<file path="src/hdl/i2cms_pkg.sv">
`timescale 1ns / 1ps
package i2cms_pkg;

  localparam logic [7:0] ACK_TIMEOUT_RST = 8'd250;
  localparam logic [7:0] BYTE_MSB        = 8'h80;

  typedef enum logic [2:0] {
    FN_SAMPLE  = 3'd0,
    FN_START   = 3'd1,
    FN_STOP    = 3'd2,
    FN_WRITE   = 3'd3,
    FN_READ    = 3'd4,
    FN_TX_ACK  = 3'd5,
    FN_RX_ACK  = 3'd6
  } func_t;

  typedef enum logic [3:0] {
    K_NONE,
    K_START,
    K_STOP,
    K_WRITE,
    K_READ_CMD,
    K_TX_ACK,
    K_RX_ACK_CMD,
    K_SAMP_MID,
    K_SAMP_LAST,
    K_ACK_LOW,
    K_ACK_STOP
  } kind_t;

  typedef struct packed {
    kind_t      kind;
    logic [7:0] data;
    logic       bitv;
    logic       scl0;
    logic       sda0;
  } plan_t;

  typedef struct packed {
    logic       scl;
    logic       sda;
    logic [7:0] rx;
    logic       nack;
    logic       last;
    logic       fin;
  } res_t;

endpackage

</file>
<file path="src/hdl/i2cms_ctrl.sv">
`timescale 1ns / 1ps
module i2cms_ctrl (
  input  logic                clk,
  input  logic                rst_n,
  input  logic                cfg_wr_en,
  input  logic [7:0]          cfg_wr_data,
  input  logic                take,
  input  i2cms_pkg::func_t    func,
  input  logic [7:0]          tx_byte,
  input  logic                ack_level,
  input  logic                sda_in,
  input  logic                line_scl,
  input  logic                line_sda,
  output i2cms_pkg::plan_t    plan
);
  import i2cms_pkg::*;

  typedef enum logic [1:0] {
    PH_IDLE,
    PH_READ,
    PH_ACK
  } phase_t;

  phase_t     phase_r, phase_nxt;
  logic [3:0] bit_count_r, bit_count_nxt;
  logic [7:0] shift_r, shift_nxt;
  logic [8:0] miss_r, miss_nxt;
  logic [7:0] ack_timeout_r;
  logic [7:0] shifted;
  logic [3:0] bc_inc;
  logic [8:0] miss_inc;

  assign shifted  = {shift_r[6:0], sda_in};
  assign bc_inc   = bit_count_r + 4'd1;
  assign miss_inc = miss_r + 9'd1;

  always_comb begin
    phase_nxt     = phase_r;
    bit_count_nxt = bit_count_r;
    shift_nxt     = shift_r;
    miss_nxt      = miss_r;
    plan.kind     = K_NONE;
    plan.data     = 8'd0;
    plan.bitv     = ack_level;
    plan.scl0     = line_scl;
    plan.sda0     = line_sda;
    if (func == FN_SAMPLE) begin
      case (phase_r)
        PH_READ: begin
          shift_nxt = shifted;
          if (bc_inc >= 4'd8) begin
            plan.kind     = K_SAMP_LAST;
            plan.data     = shifted;
            phase_nxt     = PH_IDLE;
            bit_count_nxt = 4'd0;
          end else begin
            plan.kind     = K_SAMP_MID;
            bit_count_nxt = bc_inc;
          end
        end
        PH_ACK: begin
          if (!sda_in) begin
            plan.kind = K_ACK_LOW;
            phase_nxt = PH_IDLE;
          end else if (miss_inc > {1'b0, ack_timeout_r}) begin
            plan.kind = K_ACK_STOP;
            phase_nxt = PH_IDLE;
            miss_nxt  = 9'd0;
          end else begin
            miss_nxt = miss_inc;
          end
        end
        default: ;
      endcase
    end else if (phase_r == PH_IDLE) begin
      case (func)
        FN_START: plan.kind = K_START;
        FN_STOP:  plan.kind = K_STOP;
        FN_WRITE: begin
          plan.kind = K_WRITE;
          plan.data = tx_byte;
        end
        FN_READ: begin
          plan.kind     = K_READ_CMD;
          shift_nxt     = 8'd0;
          bit_count_nxt = 4'd0;
          phase_nxt     = PH_READ;
        end
        FN_TX_ACK: plan.kind = K_TX_ACK;
        FN_RX_ACK: begin
          plan.kind = K_RX_ACK_CMD;
          miss_nxt  = 9'd0;
          phase_nxt = PH_ACK;
        end
        default: ;
      endcase
    end
  end

  always_ff @(posedge clk) begin
    if (!rst_n) begin
      phase_r       <= PH_IDLE;
      bit_count_r   <= 4'd0;
      shift_r       <= 8'd0;
      miss_r        <= 9'd0;
      ack_timeout_r <= ACK_TIMEOUT_RST;
    end else begin
      if (cfg_wr_en) begin
        ack_timeout_r <= cfg_wr_data;
      end
      if (take) begin
        phase_r     <= phase_nxt;
        bit_count_r <= bit_count_nxt;
        shift_r     <= shift_nxt;
        miss_r      <= miss_nxt;
      end
    end
  end

endmodule

</file>
<file path="src/hdl/i2cms_emit.sv">
`timescale 1ns / 1ps
module i2cms_emit (
  input  i2cms_pkg::plan_t plan,
  input  logic [1:0]       step,
  input  logic [2:0]       bitn,
  output i2cms_pkg::res_t  res
);
  import i2cms_pkg::*;

  logic wbit;

  assign wbit = |(plan.data & (BYTE_MSB >> bitn));

  always_comb begin
    res.scl  = 1'b1;
    res.sda  = 1'b1;
    res.rx   = 8'd0;
    res.nack = 1'b0;
    res.last = 1'b0;
    res.fin  = 1'b0;
    case (plan.kind)
      K_START: begin
        case (step)
          2'd0: begin
            res.scl = plan.scl0;
            res.sda = 1'b1;
          end
          2'd1: res.sda = 1'b1;
          2'd2: res.sda = 1'b0;
          default: begin
            res.scl  = 1'b0;
            res.sda  = 1'b0;
            res.last = 1'b1;
            res.fin  = 1'b1;
          end
        endcase
      end
      K_STOP, K_ACK_STOP: begin
        res.nack = (plan.kind == K_ACK_STOP);
        case (step)
          2'd0: begin
            res.scl = plan.scl0;
            res.sda = 1'b0;
          end
          2'd1: res.sda = 1'b0;
          default: begin
            res.sda  = 1'b1;
            res.last = 1'b1;
            res.fin  = 1'b1;
          end
        endcase
      end
      K_WRITE, K_TX_ACK: begin
        res.sda = (plan.kind == K_WRITE) ? wbit : plan.bitv;
        case (step)
          2'd0: res.scl = (bitn == 3'd0) ? plan.scl0 : 1'b0;
          2'd1: res.scl = 1'b1;
          default: begin
            res.scl  = 1'b0;
            res.last = (plan.kind == K_TX_ACK) || (bitn == 3'd7);
            res.fin  = res.last;
          end
        endcase
      end
      K_READ_CMD, K_RX_ACK_CMD: begin
        res.sda = 1'b1;
        if (step == 2'd0) begin
          res.scl = plan.scl0;
        end else begin
          res.scl = 1'b1;
          res.fin = 1'b1;
        end
      end
      K_SAMP_MID: begin
        res.sda = plan.sda0;
        if (step == 2'd0) begin
          res.scl = 1'b0;
        end else begin
          res.scl = 1'b1;
          res.fin = 1'b1;
        end
      end
      K_SAMP_LAST, K_ACK_LOW: begin
        res.scl  = 1'b0;
        res.sda  = plan.sda0;
        res.rx   = (plan.kind == K_SAMP_LAST) ? plan.data : 8'd0;
        res.last = 1'b1;
        res.fin  = 1'b1;
      end
      default: res.fin = 1'b1;
    endcase
  end

endmodule

</file>
<file path="src/hdl/i2c_master_bit_sequencer_core.sv">
`timescale 1ns / 1ps
// Path: an input beat is captured in the input register, decoded into the plan register, and its
// result beats are registered in the output register.
// Throughput: one input beat per cycle while no command is active; else a new beat waits
// until the last result beat (up to 24 for a byte write) enters the single result register.
// Reset is synchronous and active low; it releases both lines and returns to idle.
module i2c_master_bit_sequencer_core (
  input  logic        clk,
  input  logic        rst_n,
  input  logic        cfg_wr_en,
  input  logic [7:0]  cfg_wr_data,
  input  logic        in_tvalid,
  output logic        in_tready,
  input  logic [15:0] in_tdata,   // tx_byte[7:0], ack_level[8], sda_in[9], zero fill
  input  logic [2:0]  in_tuser,   // func[2:0]
  output logic        out_tvalid,
  input  logic        out_tready,
  output logic [15:0] out_tdata,  // scl_level[0], sda_level[1], received_byte[9:2], no_ack[10]
  output logic        out_tlast
);
  import i2cms_pkg::*;

  logic        ir_valid_r;
  func_t       ir_func_r;
  logic [7:0]  ir_tx_r;
  logic        ir_ackl_r;
  logic        ir_sda_r;
  logic        active_r;
  logic [1:0]  step_r;
  logic [2:0]  bitn_r;
  plan_t       plan_r;
  plan_t       plan_new;
  res_t        res;
  logic        scl_r;
  logic        sda_r;
  logic        line_scl;
  logic        line_sda;
  logic        emit_fire;
  logic        can_plan;
  logic        ir_take;
  logic        out_valid_r;
  logic [10:0] out_data_r;
  logic        out_last_r;

  assign emit_fire = active_r && (!out_valid_r || out_tready);
  assign can_plan  = !active_r || (emit_fire && res.fin);
  assign ir_take   = ir_valid_r && can_plan;
  assign in_tready = !ir_valid_r || can_plan;
  assign line_scl  = emit_fire ? res.scl : scl_r;
  assign line_sda  = emit_fire ? res.sda : sda_r;

  i2cms_ctrl u_ctrl (
    .clk         (clk),
    .rst_n       (rst_n),
    .cfg_wr_en   (cfg_wr_en),
    .cfg_wr_data (cfg_wr_data),
    .take        (ir_take),
    .func        (ir_func_r),
    .tx_byte     (ir_tx_r),
    .ack_level   (ir_ackl_r),
    .sda_in      (ir_sda_r),
    .line_scl    (line_scl),
    .line_sda    (line_sda),
    .plan        (plan_new)
  );

  i2cms_emit u_emit (
    .plan (plan_r),
    .step (step_r),
    .bitn (bitn_r),
    .res  (res)
  );

  always_ff @(posedge clk) begin
    if (in_tvalid && in_tready) begin
      ir_func_r <= func_t'(in_tuser);
      ir_tx_r   <= in_tdata[7:0];
      ir_ackl_r <= in_tdata[8];
      ir_sda_r  <= in_tdata[9];
    end
    if (ir_take) begin
      plan_r <= plan_new;
    end
    if (emit_fire) begin
      out_data_r <= {res.nack, res.rx, res.sda, res.scl};
      out_last_r <= res.last;
    end
  end

  always_ff @(posedge clk) begin
    if (!rst_n) begin
      ir_valid_r  <= 1'b0;
      active_r    <= 1'b0;
      step_r      <= 2'd0;
      bitn_r      <= 3'd0;
      scl_r       <= 1'b1;
      sda_r       <= 1'b1;
      out_valid_r <= 1'b0;
    end else begin
      if (in_tvalid && in_tready) begin
        ir_valid_r <= 1'b1;
      end else if (ir_take) begin
        ir_valid_r <= 1'b0;
      end
      if (emit_fire) begin
        scl_r <= res.scl;
        sda_r <= res.sda;
      end
      if (ir_take) begin
        active_r <= (plan_new.kind != K_NONE);
        step_r   <= 2'd0;
        bitn_r   <= 3'd0;
      end else if (emit_fire) begin
        if (res.fin) begin
          active_r <= 1'b0;
        end else if (plan_r.kind == K_WRITE && step_r == 2'd2) begin
          step_r <= 2'd0;
          bitn_r <= bitn_r + 3'd1;
        end else begin
          step_r <= step_r + 2'd1;
        end
      end
      if (emit_fire) begin
        out_valid_r <= 1'b1;
      end else if (out_tready) begin
        out_valid_r <= 1'b0;
      end
    end
  end

  assign out_tvalid = out_valid_r;
  assign out_tdata  = {5'd0, out_data_r};
  assign out_tlast  = out_last_r;

endmodule

</file>
<file path="config.mk">
export PLATFORM = sky130hd
export DESIGN_NAME = i2c_master_bit_sequencer_core
export DESIGN_NICKNAME = d
export VERILOG_FILES = /design/src/hdl/i2cms_pkg.sv /design/src/hdl/i2cms_ctrl.sv /design/src/hdl/i2cms_emit.sv /design/src/hdl/i2c_master_bit_sequencer_core.sv
export SDC_FILE = /design/constraint.sdc
export NUM_CORES = 1
export LEC_CHECK = 0
export BUFFER_PORTS_ARGS = -buffer_cell sky130_fd_sc_hd__buf_2
export CORE_MARGIN = 5
export CORE_UTILIZATION = 45
export DETAILED_ROUTE_END_ITERATION = 12
export GPL_TIMING_DRIVEN = 0
export MAX_ROUTING_LAYER = met4
export PLACE_DENSITY = 0.73
export SLEW_MARGIN = 20
export SYNTH_ARGS = -nofsm -noshare
export SYNTH_HDL_FRONTEND = slang
export SYNTH_SLANG_ARGS = --single-unit
export TNS_END_PERCENT = 10
</file>
<file path="constraint.sdc">
create_clock -name clk -period 4.8 [get_ports clk]
set_input_delay 0.72 -clock clk [delete_from_list [all_inputs] [get_ports clk]]
set_output_delay 0.72 -clock clk [all_outputs]
set_load 0.01 [all_outputs]
</file>
# [Word level (Yosys, flattened, before mapping)]
# Index checks and enable logic that the tools add are counted.
[op_classes] n_shift=1 eq_ne=27 n_mux=56 add_sub_neg=4 bitwise_logic=3 reduce_logical=42 order_cmp=2
[ops] cell="$mux 9" n=6
[ops] cell="$mux 4" n=8
[ops] cell="$mux 7" n=4
[ops] cell="$mux 12" n=2
[ops] cell="$mux 8" n=3
[ops] cell="$mux 2" n=9
[ops] cell="$pmux 3 s6" n=1
[ops] cell="$eq 4x3->1 const B" n=4
[ops] cell="$mux 1" n=15
[ops] cell="$reduce_bool 2->1" n=7
[ops] cell="$reduce_or 2->1" n=7
[ops] cell="$eq 3x3->1 const B" n=4
[ops] cell="$eq 4x4->1 const B" n=3
[ops] cell="$pmux 2 s6" n=1
[ops] cell="$add 9x1->9 const B" n=1
[ops] cell="$gt 9x8->1" n=1
[ops] cell="$and 8x8->8" n=1
[ops] cell="$eq 4x2->1 const B" n=2
[ops] cell="$pmux 1 s4" n=2
[ops] cell="$pmux 2 s2" n=2
[ops] cell="$pmux 4 s2" n=1
[ops] cell="$reduce_or 8->1" n=1
[ops] cell="$shr 8x3->8 const A" n=1
[ops] cell="$eq 3x2->1 const B" n=2
[ops] cell="26 further kinds" n=47
[word_totals] register_bits=80 output_inout_bits=19

# [Logic depth before layout (Yosys ltp)]
# Gate-level depths: netlist of run 1.
[logic_depth] ltp_word=9 mapped_depth=11 mapped_depth_nobuf=11

# [By module]
# Synthesis of run 1 repeated with hierarchy kept, for this count alone.
[unflattened] hier_cells=388 area_unflattened_um2=4057.6
[by_module_without_submodules] module="i2cms_ctrl" cells_each=222 seq_area_each_um2=600.6 area_per_inst_um2=1866.8 n_inst=1
[by_module_without_submodules] module="i2c_master_bit_sequencer_core" cells_each=98 seq_area_each_um2=1401.3 area_per_inst_um2=1732.9 n_inst=1
[by_module_without_submodules] module="i2cms_emit" cells_each=68 seq_area_each_um2=0.0 area_per_inst_um2=457.9 n_inst=1

# [Worst setup path after synthesis of run 1]
# No wires, ideal clock.
[synth_path] path_type="register -> register" start="register u_ctrl.miss_r[0]" end="register u_ctrl.phase_r[0]" period_less_slack_ns=2.946 setup_slack_ns=1.854 arrival_ns=2.873 path_stages_with_launch=12 setup_ns=0.073 path_cell_list="dfxtp_1 ha_1 and3_1 nand3_1 xnor2_1 ha_1 nand4_1 or2_2 o211ai_1 nand4_1 o311ai_0 mux2i_1"
[synth_via] elab_chain_cells=4
[synth_rtl] element="start: declaration" line_no="i2cms_ctrl.sv:27" source="logic [8:0] miss_r, miss_nxt;"
[synth_rtl] element="start signal: assignment" line_no="i2cms_ctrl.sv:115" source="miss_r <= miss_nxt;"
[synth_rtl] element="$add 9x1->9" line_no="i2cms_ctrl.sv:35" source="assign miss_inc = miss_r + 9'd1;"
[synth_rtl] element="$gt 9x8->1" line_no="i2cms_ctrl.sv:65" source="end else if (miss_inc > {1'b0, ack_timeout_r}) begin"
[synth_rtl] element="$ne 4x4->1 (no source line)"
[synth_rtl] element="$reduce_and 6->1 (no source line)"
[synth_rtl] element="end signal: assignment" line_no="i2cms_ctrl.sv:112" source="phase_r <= phase_nxt;"
[synth_rtl] element="end: declaration" line_no="i2cms_ctrl.sv:24" source="phase_t phase_r, phase_nxt;"
# No other way between the ends.
# A chain may end at the register's enable or synchronous reset.

# [Worst setup path after layout of run 1]
# Ends and elaborated chain as after synthesis.

==> results of run 1 <==
## metal layers
metal	global-route usage	up-vias	wire [µm]
met5	-	-	0
met4	0.0759	0	195
met3	0.0348	15	355
met2	0.263	83	4310
met1	0.206	1548	3960
li1	-	1602	-
## where the power goes
part / switching, W / total [W] / internal [W] / leakage, nW
Clock: 0.000262 / 0.000455 / 0.000192 / 0.0878
Sequential: 0.0000140 / 0.000762 / 0.000748 / 0.703
Combinational: 0.0000821 / 0.000133 / 0.0000508 / 1.04
## area by class of cell
class	instances	area (µm²)
multi-input combinational	285	1900
tap	108	135
clock inverter	7	55.1
sequential	80	2000
inverter	23	86.3
timing repair buffer	37	185
clock buffer	9	124
fill	774	4180
buffer	25	138
## sequential cells by signal (all words and copies together), names as in the netlist
| signal | cells |
|---|---|
| sda_r | 1 |
| u_ctrl.bit_count_r | 4 |
| ir_sda_r | 1 |
| u_ctrl.miss_r | 9 |
| u_ctrl.phase_r | 2 |
| out_tvalid | 1 |
| ir_valid_r | 1 |
| scl_r | 1 |
| plan_r | 15 |
| active_r | 1 |
| ir_ackl_r | 1 |
| u_ctrl.shift_r | 7 |
| ir_func_r | 3 |
| out_tlast | 1 |
| step_r | 2 |
| u_ctrl.ack_timeout_r | 8 |
| out_data_r | 11 |
| ir_tx_r | 8 |
| bitn_r | 3 |
## cell families after synthesis
family                   Yosys count  share of synthesized area
AO/OA/AOI/OAI                     97                      0.163
XOR/XNOR                          11                     0.0253
adder cells (fa/ha/maj)           23                     0.0701
buffers and inverters             48                     0.0545
flip-flops                        80                      0.488
multiplexers                       9                     0.0222
other                              1                   0.000913
AND/OR/NAND/NOR                  140                      0.177
## through the flow
stage	worst slack, ns	hold WS (ns)	power (W)	cell area, µm²
5_1_grt	0.799	0.453	0.00141	4630
3_5_place_dp	1.22	0.427	0.000910	4450
3_3_place_gp	1.37	0.404	0.000904	4440
2_1_floorplan	1.85	0.400	0.000865	4120
6_report	1.14	0.440	0.00135	4630
4_1_cts	1.17	0.448	0.00136	4630
## worst max-delay path: cells and delay by family (launching register included)
kind | cells | cell delay [ns]
AND/OR/NAND/NOR | 5 | 1.20
flip-flops | 1 | 0.45
adder cells (fa/ha/maj) | 2 | 0.60
XOR/XNOR | 1 | 0.18
multiplexers | 1 | 0.26
AO/OA/AOI/OAI | 2 | 0.90
## Yosys cell counts, types with 5 or more instances
| cell type | n | share of area |
|---|---|---|
| dfxtp_1 | 40 | 0.20 |
| edfxtp_1 | 40 | 0.29 |
| o211ai_1 | 12 | 0.022 |
| xor2_1 | 5 | 0.011 |
| clkbuf_1 | 13 | 0.012 |
| nand3_1 | 28 | 0.034 |
| nor2_1 | 23 | 0.021 |
| inv_1 | 22 | 0.020 |
| and2_1 | 12 | 0.018 |
| and3_1 | 6 | 0.0091 |
| mux2i_1 | 8 | 0.020 |
| xnor2_1 | 5 | 0.011 |
| nand4_1 | 8 | 0.012 |
| ha_1 | 23 | 0.070 |
| nor3_1 | 9 | 0.011 |
| buf_4 | 7 | 0.013 |
| a21oi_1 | 18 | 0.022 |
| a32o_1 | 6 | 0.015 |
| nand2_1 | 32 | 0.029 |
| o21ai_0 | 24 | 0.029 |
| a22o_1 | 8 | 0.017 |
## path summary, 6_finish.rpt
path | to | slack (ns) | cells after the start
max | u_ctrl.phase_r[0] | 1.14 | 11
min reg2reg | plan_r[2] | 0.44 | 0
min | plan_r[2] | 0.44 | 0
max reg2reg | u_ctrl.phase_r[0] | 1.14 | 11
==> flow_metrics.py, run 1 <==
metrics = {
    "status": {
        "run_status": "completed",
    },
    "detailed_routing": {
        "avgRoutedWirePerCell_um": 15.4,
        "vias_per_cell": 5.66,
        "drtIter0Drc": 238,
        "drt_wl_total_mm": 8.82,
        "vias": 3248,
        "drcViolationCount": 0,
        "dr.pass1.iters": 4,
        "ant_nets": 0,
    },
    "grt": {
        "grt_max_degree": 16,
        "grt_pass1_wl_mm": 14.8,
        "grt_pass1_vias": 3076,
        "grt_antenna_before_repair": 0,
        "grt-ovfl-total": 0,
        "grt_usage": 0.167,
    },
    "clocking": {
        "cts_made_buffers": 9,
        "clock_sinks": 80,
        "tritoncts": "yes",
        "ctsResizeCount": 0,
        "clkTransAtPathRegs_ns": 0.09,
        "cts_root_buffer": "clkbuf_8",
        "htree_levels": 3,
        "clkLatencyLatePin_ns": 0.36,
        "ctsHoldBuffers": 0,
        "clock_path_buffers": 2,
        "cts_setup_buffers": 0,
    },
    "place": {
        "gp_congestion": 0.875,
        "portBuffers": 37,
        "hpwlAfterDp_mm": 6.55,
        "dp_cells": 558,
    },
    "floorplanning": {
        "initial_utilization": 0.466,
        "design.core.area_um2": 8810,
        "die_area_um2": 11100,
        "die_h_um": 106,
        "ios": 51,
        "rows": 34,
        "die_x_um": 106,
    },
    "sta": {
        "skew_ns": 0.0105,
        "slew-limit-headroom": 0.467,
        "fin_tns_setup_ns": 0,
        "min_period_over_period": 0.762,
        "fmax_mhz": 273,
        "final-hold-violation-count": 0,
        "slew_viol_final": 0,
        "worstMarginPinSlew_ns": 0.800,
        "setup_viol": 0,
        "period_minus_slack_ns": 3.66,
        "rsz0062_at_grt": "no",
    },
    "min_path": {
        "min_path_type": "flip-flop to flip-flop",
        "holdCritStartpoint": "ir_ackl_r",
    },
    "critical_path": {
        "critPathKind": "flip-flop to flip-flop",
        "worst-endpoint-required_ns": 5.08,
        "slowest_stage": "o311ai_0",
        "cpPeakStageDelay_ns": 0.72,
        "crit_chain": "ha_1 > and3_1 > nand3_1 > xnor2_1 > ha_1 > nand4_1 > or2_2 > o211ai_1 > nand4_1 > o311ai_0 > mux2i_1",
        "end_kind": "flip-flop",
        "rr_startpoint": "u_ctrl.miss_r[0]",
        "worst_setup_path_start_kind": "flip-flop",
        "crit_start": "u_ctrl.miss_r[0]",
        "cp_data_arrival_time_ns": 3.94,
        "cp_max_fo": 8,
    },
    "power_and_ir_drop": {
        "vdd_drop_max_mv": 0.112,
        "power_density_nw_per_um2": 292,
        "p_leak_nw": 1.83,
    },
    "synth": {
        "ys_types": 59,
        "synth.cell_area_um2": 4110,
        "synthFlopType": "edfxtp_1",
        "syn_inst": 409,
        "ys_seq_area_frac": 0.488,
        "syn_avg_cell_area_um2": 10.0,
        "ys_warn_count": 0,
        "synth_edf_count": 40,
        "ys_ff_latch": 80,
        "synth-async-reset-ratio": 0,
    },
    "layout": {
        "mostFrequentLayoutCells": "dfxtp_1 (40), edfxtp_1 (40), buf_2 (39)",
        "synthToLayoutAreaGrowth_pct": 12.7,
        "antenna_cells": 0,
        "final_cells": 574,
        "post-route-util": 0.525,
        "fin_nets": 516,
        "drive_gt1_frac": 0.155,
    },
    "job": {
        "max_cap_violations": 0,
    },
}
Note: power is estimated with default switching activity, not from simulation.
==> inputs of run 2 (changes only) <==
Settings changed: PLACE_DENSITY 0.73 to 0.76.
Clock period 4.8 ns to 3.1 ns, I/O delays scaled along.
==> run 2 against run 1 <==
Effect of this change:
- largest cell class unchanged
- non-clock buffer count is 3 higher
- global-route usage shrank 0.35 points
- sequential cell count stayed put
- clock power rose by 96%
- clock skew grew 0.00093 ns
- critical path depth grew 2
- critical path type unchanged
- worst hold slack worse by 0.17 ns
- power is 69% higher
- register-to-register slack worse by 0.99 ns
- sequential power up 55%
- wire length grew 1.0%
- largest power group unchanged
==> flow_metrics.py, run 2 (synthesis gave the netlist of run 1 again) <==
metrics = {
    "critical_path": {
        "rr_startpoint": "u_ctrl.miss_r[0]",
        "setup.worst_path.end": "u_ctrl.miss_r[0]",
        "worst-endpoint-required_ns": 3.40,
        "cpPeakStageDelay_ns": 0.39,
        "r2r_end": "u_ctrl.miss_r[0]",
        "reg2reg_depth": 13,
        "crit_chain": "ha_2 > and3_2 > nand3_2 > xnor2_1 > ha_1 > nand4_1 > or2_2 > o211ai_1 > nand4_1 > buf_4 > buf_4 > nor3_1 > o21a_1",
        "worst_setup_path_start_kind": "flip-flop",
        "cp_data_arrival_time_ns": 3.25,
        "cp_max_fo": 6,
        "rrSetupSlack_ns": 0.15,
        "crit_start": "u_ctrl.miss_r[0]",
        "end_kind": "flip-flop",
        "critPathKind": "flip-flop to flip-flop",
        "slowest_stage": "dfxtp_2",
    },
    "layout": {
        "final_area_um2": 4730,
        "top_regs": "plan_r: 15 flops, out_data_r: 11 flops, u_ctrl.miss_r: 9 flops",
        "fin_nets": 519,
        "largest_register_ffs": 15,
        "top_register": "plan_r",
        "drive_gt1_frac": 0.181,
        "layout_commonest_cell": "edfxtp_1",
        "multi_input_area_um2": 1920,
        "antenna_cells": 0,
        "final-seq-area_um2": 2010,
        "nFillCells": 792,
        "mostFrequentLayoutCells": "edfxtp_1 (40), buf_2 (39), dfxtp_1 (37)",
        "post-route-util": 0.537,
        "synthToLayoutAreaGrowth_pct": 15.1,
    },
    "grt": {
        "grt_pass1_wl_mm": 14.5,
        "grt_max_degree": 17,
        "grt_usage": 0.163,
        "grt-ovfl-total": 0,
        "grt_antenna_before_repair": 0,
        "grt_pass1_vias": 3065,
    },
    "min_path": {
        "min_path_type": "primary input to flip-flop",
    },
    "detailed_routing": {
        "drcViolationCount": 0,
        "vias_per_cell": 5.65,
        "vias": 3261,
        "drt_wl_total_mm": 8.91,
        "dr.pass1.iters": 5,
        "drtIter0Drc": 276,
        "ant_nets": 0,
        "avgRoutedWirePerCell_um": 15.4,
    },
    "job": {
        "max_cap_violations": 0,
    },
    "clocking": {
        "cts_root_buffer": "clkbuf_8",
        "cts_made_buffers": 9,
        "htree_levels": 3,
        "clock_path_buffers": 2,
        "clkLatencyLatePin_ns": 0.36,
        "clkTransAtPathRegs_ns": 0.09,
        "clock_sinks": 80,
        "tritoncts": "yes",
    },
    "place": {
        "portBuffers": 37,
        "hpwlAfterDp_mm": 6.56,
        "gp_congestion": 0.883,
        "placed_area_um2": 4450,
    },
    "sta": {
        "slew_viol_final": 0,
        "final-hold-violation-count": 0,
        "period_minus_slack_ns": 2.95,
        "setup_viol": 0,
        "fin_tns_setup_ns": 0,
        "min_period_over_period": 0.951,
        "fmax_mhz": 339,
        "worstMarginPinSlew_ns": 0.798,
        "skew_ns": 0.0114,
        "slew-limit-headroom": 0.468,
    },
    "floorplanning": {
        "ios": 51,
        "die_x_um": 106,
        "rows": 34,
        "die_h_um": 106,
        "design.core.area_um2": 8810,
        "die_area_um2": 11100,
        "initial_utilization": 0.466,
    },
    "power_and_ir_drop": {
        "vdd_drop_max_mv": 0.245,
        "p_leak_nw": 1.87,
        "power_density_nw_per_um2": 483,
    },
    "status": {
        "run_status": "completed",
    },
}
-- run 2: stage by stage --
step           power [W]  worst slack (ns)  instances  hold WS (ns)
2_1_floorplan    0.00134             0.154        413         0.400
3_3_place_gp     0.00140            -0.317        558         0.405
3_5_place_dp     0.00141            -0.448        558         0.423
4_1_cts          0.00229           0.00469        576         0.263
5_1_grt          0.00237          -0.00822        577         0.246
6_report         0.00228             0.152        577         0.272
-- run 2: how the worst min path moves through the flow --
stage | start | end | slack, ns | cells after the start
floorplan | ir_ackl_r | plan_r[2] | 0.40 | 0
CTS | in_tdata[7] | ir_tx_r[7] | 0.26 | 1
detailed placement | ir_ackl_r | plan_r[2] | 0.42 | 0
global placement | ir_ackl_r | plan_r[2] | 0.41 | 0
global route | in_tdata[7] | ir_tx_r[7] | 0.25 | 1
finish | in_tdata[7] | ir_tx_r[7] | 0.27 | 1
-- run 2: repair_timing --
item | in CTS | in global routing
pin swaps | 1 | 3
setup endpoints to repair | 7 | 11
hold buffers | 0 | 0
setup buffers | 2 | 1
resized for setup | 2 | 8
-- run 2: critical path: cells and delay by family, from the launching register on --
family	cells	cell delay, ns
and+or+nand+nor	6	1.14
adders and majority gates	2	0.55
DFF	1	0.39
buffers and inverters	2	0.34
AOI/OAI and AO/OA	2	0.30
xor gates and xnor gates	1	0.16
-- run 2: cell type report --
| class | count | area share |
|---|---|---|
| Clock buffer | 9 | 0.0262 |
| Timing Repair Buffer | 40 | 0.0440 |
| Clock inverter | 7 | 0.0225 |
| Tap cell | 108 | 0.0286 |
| Buffer | 25 | 0.0291 |
| Inverter | 23 | 0.0183 |
| Sequential cell | 80 | 0.424 |
| Multi-Input combinational cell | 285 | 0.407 |
-- run 2: power by group --
part / total (W) / switching (W) / leakage, nW / internal, W
registers: 0.00118 / 0.0000211 / 0.705 / 0.00116
clock network: 0.000892 / 0.000423 / 0.117 / 0.000469
logic: 0.000208 / 0.000128 / 1.05 / 0.0000803
total: 0.00228 / 0.000572 / 1.87 / 0.00171
-- run 2: routing by layer --
metal / GRT usage / share of wire
met1: 0.200 / 0.44
met3: 0.0367 / 0.038
met2: 0.271 / 0.51
met5: - / 0
met4: 0.0463 / 0.012
==> inputs of run 3 (changes only) <==
Settings changed: ABC_CLOCK_PERIOD_IN_PS from default to 3200, PLACE_DENSITY 0.76 to 0.73.
Clock period 3.1 ns to 3.2 ns, I/O delays scaled along.
==> run 3 against run 2 <==
Effect of this change:
- sequential power down 3%
- power decreased by 11%
- setup slack better by 0.087 ns
- via count grew 0.18%
- cell count is 0.35% lower
- sequential share of layout area increased by 0.49 points
- largest cell class unchanged
==> flow_metrics.py, run 3 (synthesis gave the netlist of run 1 again) <==
metrics = {
    "status": {
        "run_status": "completed",
    },
    "detailed_routing": {
        "ant_nets": 0,
        "drtIter0Drc": 257,
        "drcViolationCount": 0,
        "avgRoutedWirePerCell_um": 15.4,
        "vias": 3267,
        "drt_wl_total_mm": 8.85,
        "dr.pass1.iters": 5,
        "vias_per_cell": 5.68,
    },
    "critical_path": {
        "worst-endpoint-required_ns": 3.45,
        "cp_data_arrival_time_ns": 3.21,
        "critPathKind": "flip-flop to flip-flop",
        "cp_max_fo": 6,
        "worst_setup_path_start_kind": "flip-flop",
        "end_kind": "flip-flop",
    },
    "job": {
        "max_cap_violations": 0,
    },
    "layout": {
        "layout_commonest_cell": "edfxtp_1",
        "synthToLayoutAreaGrowth_pct": 13.6,
        "nFillCells": 769,
        "largest_register_ffs": 15,
        "mostFrequentLayoutCells": "edfxtp_1 (40), buf_2 (39), dfxtp_1 (39)",
        "fin_nets": 517,
        "antenna_cells": 0,
        "drive_gt1_frac": 0.169,
        "final_cells": 575,
        "top_register": "plan_r",
        "top_regs": "plan_r: 15 flops, out_data_r: 11 flops, u_ctrl.miss_r: 9 flops",
    },
    "power_and_ir_drop": {
        "finalPower_w": 0.00203,
        "power_density_nw_per_um2": 435,
        "p_sw_w": 0.000539,
        "p_leak_nw": 1.83,
        "p_int_w": 0.00149,
        "p_clk_frac": 0.336,
        "p_comb_frac": 0.100,
        "p_sw_frac": 0.266,
        "vdd_drop_max_mv": 0.168,
        "p_seq_frac": 0.564,
    },
    "grt": {
        "grt_pass1_wl_mm": 14.8,
        "grt-ovfl-total": 0,
        "grt_antenna_before_repair": 0,
        "grt_max_degree": 16,
        "grt_pass1_vias": 3078,
        "grt_usage": 0.167,
    },
    "floorplanning": {
        "die_area_um2": 11100,
        "ios": 51,
        "rows": 34,
        "design.core.area_um2": 8810,
        "die_h_um": 106,
        "die_x_um": 106,
        "initial_utilization": 0.466,
    },
    "sta": {
        "worstMarginPinSlew_ns": 0.805,
        "fmax_mhz": 338,
        "fin_tns_setup_ns": 0,
        "period_minus_slack_ns": 2.96,
        "skew_ns": 0.0103,
        "min_period_over_period": 0.925,
        "setup_viol": 0,
        "rsz0062_at_grt": "no",
        "final-hold-violation-count": 0,
        "slew-limit-headroom": 0.463,
        "slew_viol_final": 0,
    },
    "clocking": {
        "cts_root_buffer": "clkbuf_8",
        "cts_made_buffers": 9,
        "clock_sinks": 80,
        "htree_levels": 3,
        "clkTransAtPathRegs_ns": 0.09,
        "tritoncts": "yes",
        "clkLatencyLatePin_ns": 0.36,
        "clock_path_buffers": 2,
    },
    "place": {
        "dp_cells": 558,
        "gp_congestion": 0.875,
        "portBuffers": 37,
        "hpwlAfterDp_mm": 6.55,
    },
    "min_path": {
        "min_path_type": "primary input to flip-flop",
    },
}
## run 3: layout make-up
type	count	area (µm²)	share of cell area
inverter	23	86.3	0.0185
timing repair buffer	38	193	0.0413
multi-input combinational	285	1930	0.414
sequential	80	2000	0.429
tap	108	135	0.0290
clock inverter	7	55.1	0.0118
clock buffer	9	124	0.0265
buffer	25	138	0.0295
## run 3: worst paths after layout
| check | start | end | slack [ns] | depth (start not counted) |
|---|---|---|---|---|
| worst max-delay path | u_ctrl.miss_r[0] | active_r | 0.24 | 11 |
| worst min register to register | ir_ackl_r | plan_r[2] | 0.44 | 0 |
| worst min-delay path | in_tdata[0] | ir_tx_r[0] | 0.29 | 1 |
| worst max register to register | u_ctrl.miss_r[0] | active_r | 0.24 | 11 |
## run 3: power groups by stage
| stage | clock network (W) | registers, W | logic (W) |
|---|---|---|---|
| global route | 0.000751 | 0.00115 | 0.000226 |
| finish | 0.000681 | 0.00114 | 0.000203 |
| floorplan | 0 | 0.00117 | 0.000132 |
| global placement | 0 | 0.00117 | 0.000190 |
| CTS | 0.000704 | 0.00114 | 0.000200 |
| detailed placement | 0 | 0.00117 | 0.000197 |
## run 3: metrics by stage
step	hold WS [ns]	setup slack [ns]	utilization	area, µm²
2_1_floorplan	0.400	0.254	-	4120
3_3_place_gp	0.404	-0.233	0.504	4440
3_5_place_dp	0.427	-0.382	0.505	4450
4_1_cts	0.269	0.0659	0.527	4640
5_1_grt	0.261	0.0286	0.530	4670
6_report	0.291	0.239	0.530	4670
## run 3: what timing repair did
| item | CTS | global route |
|---|---|---|
| buffers inserted | 1 | 0 |
| pin swaps | 1 | 2 |
| endpoints found under the setup margin | 2 | 10 |
| hold buffers | 0 | 0 |
| resized for setup | 2 | 8 |
## run 3: worst max-delay path: stages, from the launching register on
cell and delay (ns):
dfxtp_2 0.39, ha_2 0.23, and3_2 0.25, nand3_1 0.15, xnor2_1 0.18, ha_1 0.33
nand4_1 0.09, or2_2 0.29, o211ai_1 0.18, and3_2 0.29, o221ai_1 0.16, a221o_1 0.33
## run 3: per-layer routing
layer | up-vias | track usage | routed length, µm | part of all wire
met3 | 18 | 0.0342 | 404 | 0.046
met4 | 0 | 0.0749 | 199 | 0.022
met2 | 101 | 0.265 | 4340 | 0.49
li1 | 1601 | - | - | -
met1 | 1547 | 0.207 | 3900 | 0.44
met5 | - | - | 0 | 0
